--- src/sv/rcfr_pkg.sv ---
package rcfr_pkg;

    localparam logic [7:0]  HEADER_BYTE   = 8'h66;
    localparam logic [7:0]  TRAILER_BYTE  = 8'h99;
    localparam logic [3:0]  FRAME_LEN     = 4'd8;
    localparam logic [10:0] CHAN_BASE     = 11'd1000;
    localparam logic [7:0]  AUX_MAX       = 8'd128;
    localparam logic [7:0]  TIMEOUT_RESET = 8'd30;
    localparam int          NUM_CHAN      = 4;
    localparam int          NUM_FBYTES    = 5;

    // channel slots in the channel register file
    localparam int CH_ROLL     = 0;
    localparam int CH_PITCH    = 1;
    localparam int CH_THROTTLE = 2;
    localparam int CH_YAW      = 3;

    // aux command codes
    localparam logic [7:0] CMD_1     = 8'd1;
    localparam logic [7:0] CMD_2     = 8'd2;
    localparam logic [7:0] CMD_ESTOP = 8'd4;
    localparam logic [7:0] CMD_8     = 8'd8;
    localparam logic [7:0] CMD_16    = 8'd16;
    localparam logic [7:0] CMD_128   = 8'd128;

    localparam logic MODE_BYTE = 1'b0;
    localparam logic MODE_TICK = 1'b1;

    typedef logic [10:0] t_chan;

    // parser status handed to the watchdog
    typedef struct packed {
        logic       frame_ok;
        logic [7:0] aux;
    } t_frame_status;

    typedef struct packed {
        logic       connected;
        logic       command_event;
        logic       emergency_stop;
        logic [7:0] frames_seen;
    } t_link_status;

    // floor(b * 1000 / 256) + 1000
    function automatic t_chan scale_channel(input logic [7:0] b);
        logic [17:0] p;
        p = {10'd0, b} * 18'd1000;
        return {1'b0, p[17:8]} + CHAN_BASE;
    endfunction

    function automatic logic known_command(input logic [7:0] a);
        return a == CMD_1 || a == CMD_2 || a == CMD_ESTOP || a == CMD_8
            || a == CMD_16 || a == CMD_128;
    endfunction

endpackage

--- src/sv/rcfr_parser.sv ---
module rcfr_parser
    import rcfr_pkg::*;
(
    input  logic          i_clk,
    input  logic          i_rst_n,
    input  logic          i_advance,
    input  logic          i_mode,
    input  logic [7:0]    i_byte,
    output t_chan         o_chan_next [NUM_CHAN],
    output t_frame_status o_cur_status,
    output logic          o_frame_ok,
    output logic [7:0]    o_aux_next
);

    logic       r_in_frame, n_in_frame;
    logic [3:0] r_count, n_count;
    logic [7:0] r_fbytes [NUM_FBYTES];
    t_chan      r_chan [NUM_CHAN];
    t_chan      n_chan [NUM_CHAN];
    logic [7:0] r_aux, n_aux;
    logic       fb_we;
    logic [2:0] fb_idx;
    logic [3:0] count_inc;
    logic       good;

    assign count_inc = r_count + 4'd1;
    assign fb_idx    = 3'(r_count - 4'd1);

    always_comb begin
        n_in_frame = r_in_frame;
        n_count    = r_count;
        n_chan     = r_chan;
        n_aux      = r_aux;
        fb_we      = 1'b0;
        good       = 1'b0;
        if (i_mode == MODE_BYTE) begin
            if (!r_in_frame) begin
                if (i_byte == HEADER_BYTE) begin
                    n_in_frame = 1'b1;
                    n_count    = 4'd1;
                end
            end else begin
                fb_we   = (r_count >= 4'd1) && (r_count <= 4'(NUM_FBYTES));
                n_count = count_inc;
                if (count_inc >= FRAME_LEN) begin
                    // trailer position: accept or drop, then hunt again
                    if (i_byte == TRAILER_BYTE) begin
                        good = 1'b1;
                        for (int i = 0; i < NUM_CHAN; i++) begin
                            n_chan[i] = scale_channel(r_fbytes[i]);
                        end
                        n_aux = (r_fbytes[4] > AUX_MAX) ? AUX_MAX : r_fbytes[4];
                    end
                    n_in_frame = 1'b0;
                    n_count    = 4'd0;
                end
            end
        end
    end

    always_ff @(posedge i_clk) begin
        if (!i_rst_n) begin
            r_in_frame <= 1'b0;
            r_count    <= 4'd0;
            r_aux      <= 8'd0;
            for (int i = 0; i < NUM_CHAN; i++) begin
                r_chan[i] <= CHAN_BASE;
            end
        end else if (i_advance) begin
            r_in_frame <= n_in_frame;
            r_count    <= n_count;
            r_aux      <= n_aux;
            r_chan     <= n_chan;
        end
    end

    always_ff @(posedge i_clk) begin
        if (i_advance && fb_we) begin
            r_fbytes[fb_idx] <= i_byte;
        end
    end

    assign o_chan_next           = n_chan;
    assign o_aux_next            = n_aux;
    assign o_frame_ok            = good;
    assign o_cur_status.frame_ok = good;
    assign o_cur_status.aux      = r_aux;

endmodule

--- src/sv/rcfr_watchdog.sv ---
module rcfr_watchdog
    import rcfr_pkg::*;
(
    input  logic          i_clk,
    input  logic          i_rst_n,
    input  logic          i_advance,
    input  logic          i_mode,
    input  t_frame_status i_status,
    input  logic          i_cfg_valid,
    input  logic [7:0]    i_cfg_data,
    output t_link_status  o_link_next
);

    logic [7:0] r_timeout;
    logic [7:0] r_silence, n_silence;
    logic       r_link, n_link;
    logic [7:0] r_last_aux, n_last_aux;
    logic [7:0] r_frames, n_frames;
    logic       cmd, estop;
    logic [7:0] sil_inc;

    assign sil_inc = (r_silence < 8'd255) ? r_silence + 8'd1 : r_silence;

    always_comb begin
        n_silence  = r_silence;
        n_link     = r_link;
        n_last_aux = r_last_aux;
        n_frames   = r_frames;
        cmd        = 1'b0;
        estop      = 1'b0;
        if (i_mode == MODE_TICK) begin
            n_silence = sil_inc;
            if (sil_inc == 8'd1) begin
                n_link   = 1'b1;
                n_frames = r_frames + 8'd1;
                if (r_last_aux != i_status.aux) begin
                    n_last_aux = i_status.aux;
                    cmd        = known_command(i_status.aux);
                    estop      = i_status.aux == CMD_ESTOP;
                end
            end
            if (sil_inc >= r_timeout) begin
                n_silence = 8'd2;
                n_link    = 1'b0;
            end
        end else if (i_status.frame_ok) begin
            n_silence = 8'd0;
        end
    end

    always_ff @(posedge i_clk) begin
        if (!i_rst_n) begin
            r_timeout <= TIMEOUT_RESET;
        end else if (i_cfg_valid) begin
            r_timeout <= i_cfg_data;
        end
    end

    always_ff @(posedge i_clk) begin
        if (!i_rst_n) begin
            r_silence  <= 8'd0;
            r_link     <= 1'b0;
            r_last_aux <= 8'd0;
            r_frames   <= 8'd0;
        end else if (i_advance) begin
            r_silence  <= n_silence;
            r_link     <= n_link;
            r_last_aux <= n_last_aux;
            r_frames   <= n_frames;
        end
    end

    assign o_link_next.connected      = n_link;
    assign o_link_next.command_event  = cmd;
    assign o_link_next.emergency_stop = estop;
    assign o_link_next.frames_seen    = n_frames;

endmodule

--- src/sv/rc_frame_receiver_link_watchdog.sv ---
// rc frame receiver with link watchdog
// input stream s_axis: one word per received byte or per periodic tick;
//   tuser = mode (0 byte, 1 tick), tdata = byte value
// output stream m_axis: one result word per input word, carrying the channel
//   values of the last good frame, aux flags and the link status after that word
// config channel: i_cfg_valid / o_cfg_ready / i_cfg_data writes timeout_ticks;
//   always ready, write only while the block is idle
// path: an accepted word is held in the input register, then a single-pass
//   update writes the result register
// throughput: one word per cycle unless m_axis stalls; a word's state update is
//   one combinational pass from input register to state and result registers
// reset (i_rst_n low, synchronous): parser hunts for a header, channels read
//   1000, aux 0, link down, counters cleared, timeout back to 30
// a stalled m_axis holds the result; one more word is then held in the input
//   register and s_axis_tready drops until the result is taken
module rc_frame_receiver_link_watchdog
    import rcfr_pkg::*;
(
    input  logic        i_clk,
    input  logic        i_rst_n,
    input  logic        s_axis_tvalid,
    output logic        s_axis_tready,
    input  logic [7:0]  s_axis_tdata,   // byte_value[7:0]
    input  logic        s_axis_tuser,   // mode[0]
    output logic        m_axis_tvalid,
    input  logic        m_axis_tready,
    // throttle[10:0], yaw_cmd[21:11], roll_cmd[32:22], pitch_cmd[43:33],
    // aux_flags[51:44], frame_ok[52], connected[53], command_event[54],
    // emergency_stop[55], frames_seen[63:56]
    output logic [63:0] m_axis_tdata,
    input  logic        i_cfg_valid,
    output logic        o_cfg_ready,
    input  logic [7:0]  i_cfg_data
);

    logic          r_in_valid;
    logic          r_in_mode;
    logic [7:0]    r_in_byte;
    logic          r_out_valid;
    logic [63:0]   r_out_data;
    logic          advance;
    t_chan         chan_next [NUM_CHAN];
    t_frame_status cur_status;
    logic          frame_ok;
    logic [7:0]    aux_next;
    t_link_status  link_next;

    assign advance       = r_in_valid && (!r_out_valid || m_axis_tready);
    assign s_axis_tready = !r_in_valid || advance;
    assign o_cfg_ready   = 1'b1;

    always_ff @(posedge i_clk) begin
        if (!i_rst_n) begin
            r_in_valid <= 1'b0;
        end else if (s_axis_tready) begin
            r_in_valid <= s_axis_tvalid;
        end
    end

    always_ff @(posedge i_clk) begin
        if (s_axis_tready && s_axis_tvalid) begin
            r_in_mode <= s_axis_tuser;
            r_in_byte <= s_axis_tdata;
        end
    end

    rcfr_parser u_parser (
        .i_clk        (i_clk),
        .i_rst_n      (i_rst_n),
        .i_advance    (advance),
        .i_mode       (r_in_mode),
        .i_byte       (r_in_byte),
        .o_chan_next  (chan_next),
        .o_cur_status (cur_status),
        .o_frame_ok   (frame_ok),
        .o_aux_next   (aux_next)
    );

    rcfr_watchdog u_watchdog (
        .i_clk       (i_clk),
        .i_rst_n     (i_rst_n),
        .i_advance   (advance),
        .i_mode      (r_in_mode),
        .i_status    (cur_status),
        .i_cfg_valid (i_cfg_valid),
        .i_cfg_data  (i_cfg_data),
        .o_link_next (link_next)
    );

    always_ff @(posedge i_clk) begin
        if (!i_rst_n) begin
            r_out_valid <= 1'b0;
        end else if (advance) begin
            r_out_valid <= 1'b1;
        end else if (m_axis_tready) begin
            r_out_valid <= 1'b0;
        end
    end

    always_ff @(posedge i_clk) begin
        if (advance) begin
            r_out_data <= {link_next.frames_seen, link_next.emergency_stop,
                           link_next.command_event, link_next.connected, frame_ok,
                           aux_next, chan_next[CH_PITCH], chan_next[CH_ROLL],
                           chan_next[CH_YAW], chan_next[CH_THROTTLE]};
        end
    end

    assign m_axis_tvalid = r_out_valid;
    assign m_axis_tdata  = r_out_data;

endmodule
--- config.mk ---
export PLATFORM = sky130hd
export DESIGN_NAME = rc_frame_receiver_link_watchdog
export DESIGN_NICKNAME = d
export VERILOG_FILES = /design/src/sv/rcfr_pkg.sv /design/src/sv/rcfr_parser.sv /design/src/sv/rcfr_watchdog.sv /design/src/sv/rc_frame_receiver_link_watchdog.sv
export SDC_FILE = /design/constraint.sdc
export NUM_CORES = 1
export LEC_CHECK = 0
export BUFFER_PORTS_ARGS = -buffer_cell sky130_fd_sc_hd__buf_4
export CORE_MARGIN = 5
export CORE_UTILIZATION = 55
export CTS_BUF_LIST = sky130_fd_sc_hd__clkbuf_8
export CTS_CLUSTER_SIZE = 25
export DETAILED_ROUTE_END_ITERATION = 6
export GPL_TIMING_DRIVEN = 0
export PLACE_DENSITY = 0.73
export SYNTH_ARGS = -nofsm -noshare
export SYNTH_HDL_FRONTEND = slang
export SYNTH_SLANG_ARGS = --single-unit
--- constraint.sdc ---
create_clock -name i_clk -period 6.05 [get_ports i_clk]
set_input_delay 0.605 -clock i_clk [delete_from_list [all_inputs] [get_ports i_clk]]
set_output_delay 0.605 -clock i_clk [all_outputs]
set_load 0.05 [all_outputs]
==> flow_summary.yaml <==
global_route:
  antenna_found_initial: 0
  overflow: 0
  grt_pass1_vias: 10743
  grt_pass1_wl_um: 54300
  gr-usage-all-layers_pct: 23.2
  grt_max_degree: 28
placement:
  dp_hpwl_um: 25700
  port_buffers: 86
  dp_slack_ns: 0.287
  placed_cell_area_um2: 15300
  globalplace.congestion: 0.920
timing:
  worst_pin_slew_ns: 1.28
  min_period_ns: 5.72
  hold_ws_ns: 0.248
  skew_ns: 0.0350
  slew_headroom_pct: 14.4
  rsz0062_at_grt: "no"
  setup_slack_ns: 0.326
  slew_viol_final: 0
  period_share_pct: 94.6
  fin_tns_setup_ns: 0
  hold_viol: 0
  fmax_mhz: 175
  finalSetupViolCount: 0
clock_network:
  cts_buffers: 37
  clk_pin_slew_ns: 0.06
  clk_latency_ns: 0.55
  clock_path_buffers: 3
  cts_tree: "done"
  clock-root-buffer: "clkbuf_8"
  post_cts_buffers: 0
  cts_htree_levels: 2
  cts.sinks: 205
setup_path:
  cpLargestDelayFamily: "adder cells"
  path_buf_inv: 3
  cp-start-kind: "flip-flop"
  crit_path_max_fanout: 5
  path_cells: "fa_1, xor2_1, ha_1, fa_1, inv_1, fa_1, inv_1, ha_1, o21a_1, o22a_1, a21oi_1, inv_1, a21oi_1, xnor2_1, ha_1, or3_1, nor4_1, nor2_1, o311a_1, xor2_1, o21ai_1"
  endpoint_kind: "flip-flop"
  crit_arrival_ns: 6.07
  critPathMaxStageDelay_ns: 0.64
  crit_required_ns: 6.39
  critPathSlowestCell: "fa_1"
  crit_type: "flip-flop to flip-flop"
floorplan:
  start_util_pct: 56.2
  num_io_pins: 89
  die_w_um: 171
  core_area_um2: 25300
  dieArea_um2: 29200
  die_h_um: 171
  std_cell_rows: 58
detailed_routing:
  drc: 0
  drt-total-wl_um: 33400
  drt-initial-drc-count: 693
  via_per_inst: 5.62
  wire_per_inst_um: 17.6
  ant_nets: 0
  drtPass1Iterations: 5
  vias: 10668
cells_and_area:
  fin_area_um2: 16000
  nNetsFinal: 1807
  antenna_cells: 0
  syn_to_final_growth_pct: 12.6
  drive_gt1_share_pct: 11.5
logic_synthesis:
  yosys.cell_types.count: 79
  ys_ff_latch: 205
  synth_warnings: 0
  yosysSeqAreaShare_pct: 36.8
  synth_edf_count: 113
  synth_ff_type: "edfxtp_1"
  syn_nets: 1680
  syn-cell-area_um2: 14200
  avgSynthCellArea_um2: 10.1
  syn_inst: 1415
  synthArstFlopShare_pct: 0
run:
  timing.max_cap.violations: 0
power:
  power_density_nw_per_um2: 183
  fin_total_pwr_w: 0.00294
  ir_drop_mv: 0.159
  p_leak_nw: 7.16
hold_path:
  hp-class: "primary input to flip-flop"
status:
  status: "finished, final reports clean"
-- synthesized netlist by cell type (4+ instances only) --
cell type	number	share of area [%]
buf_1	8	0.21
xnor2_1	49	3.0
nand4_1	12	0.53
nor4_1	4	0.18
or3_1	9	0.40
inv_1	160	4.2
o21ai_2	8	0.49
nand3_1	25	0.88
o31ai_1	5	0.26
or4_1	4	0.21
o211ai_1	19	1.0
a21oi_1	67	2.4
nand2b_1	14	0.62
o22ai_1	4	0.18
mux2i_1	7	0.49
buf_2	4	0.14
edfxtp_1	113	24
nor3b_1	6	0.32
nand3b_1	4	0.21
fa_1	80	11
or2_2	6	0.26
clkbuf_1	37	0.98
nor2b_1	7	0.31
xor2_1	48	3.0
nor3_1	19	0.67
a22o_1	7	0.43
a211oi_1	8	0.42
a211o_1	5	0.31
nor2_1	76	2.0
o21a_1	8	0.42
a31oi_1	7	0.31
a21o_1	5	0.26
nand2_1	166	4.4
and4_1	9	0.55
and2_1	9	0.40
dfxtp_1	92	13
ha_1	163	14
o21ai_0	61	2.1
and3_1	12	0.53
-- layout by cell type, fill, tap and decap left out, types with 19 or more instances in the layout --
cell type,Yosys,routed
a21oi_1,67,67
buf_4,3,89
clkbuf_1,37,37
clkbuf_8,0,39
dfxtp_1,92,92
edfxtp_1,113,113
fa_1,80,80
ha_1,163,163
inv_1,160,167
nand2_1,166,166
nand3_1,25,25
nor2_1,76,76
nor3_1,19,19
o211ai_1,19,19
o21ai_0,61,60
xnor2_1,49,49
xor2_1,48,48
-- where the power goes --
group	internal, W	switching [W]
logic	0.0000525	0.000127
registers	0.00150	0.0000245
clock network	0.000644	0.000594
-- layer usage --
| metal | track usage, % | vias up | routed length (um) |
|---|---|---|---|
| li1 | - | 5134 | - |
| met1 | 30.0 | 5163 | 14300 |
| met2 | 39.5 | 295 | 16000 |
| met3 | 3.90 | 76 | 1950 |
| met4 | 8.82 | 0 | 1200 |
| met5 | 0 | - | 0 |
-- metrics by stage --
stage                     utilization (%)  cells
final                                63.3   1898
after global routing                 63.3   1898
after CTS                            63.3   1898
after detailed placement             60.6   1833
after global placement               60.4   1831
after floorplan                         -   1415
-- logic make-up (layout without fill, tap and decap cells) --
family                     count (synthesis)  count (layout)  share of synthesized area (%)
and+or+nand+nor                          402             402                           13.9
DFF                                      205             205                           36.8
adders and majority gates                243             243                           25.6
muxes                                      9               9                          0.651
AOI/OAI and AO/OA                        244             244                           11.3
buffers and inverters                    214             367                           5.82
other                                      1               1                         0.0264
xor gates and xnor gates                  97              97                           5.97
-- sequential cells by signal, indices dropped and copies added, names as in the netlist, 8 cells and up --
name and count:
m_axis_tdata 64, r_in_byte 8, u_parser.r_aux 8, u_parser.r_chan 44, u_parser.r_fbytes 40, u_watchdog.r_frames 8
u_watchdog.r_last_aux 8, u_watchdog.r_silence 8, u_watchdog.r_timeout 8
-- what timing repair did --
item / CTS / global route
resized for setup: 0 / 1
endpoints found under the hold margin: 0 / 0
setup endpoints to repair: 0 / 1
hold buffers: 0 / 0
-- final timing paths --
| path | start | end | slack, ns | depth (start not counted) |
|---|---|---|---|---|
| worst max-delay path | u_parser.r_fbytes[1][0] | m_axis_tdata[42] | 0.33 | 21 |
| worst min-delay path | s_axis_tdata[2] | r_in_byte[2] | 0.25 | 1 |
| worst max register to register | u_parser.r_fbytes[1][0] | m_axis_tdata[42] | 0.33 | 21 |
| worst min register to register | u_parser.r_chan[4] | u_parser.r_chan[4] | 0.46 | 2 |
-- cell type report --
| cell class | count | area (um2) |
|---|---|---|
| Multi-Input combinational cell | 996 | 8170 |
| Buffer | 54 | 229 |
| Timing Repair Buffer | 88 | 693 |
| Tap cell | 330 | 413 |
| Clock buffer | 39 | 537 |
| Sequential cell | 205 | 5240 |
| Inverter | 160 | 601 |
| Fill cell | 2066 | 9300 |
| Clock inverter | 26 | 150 |
Power figures use the tool's default switching activity.
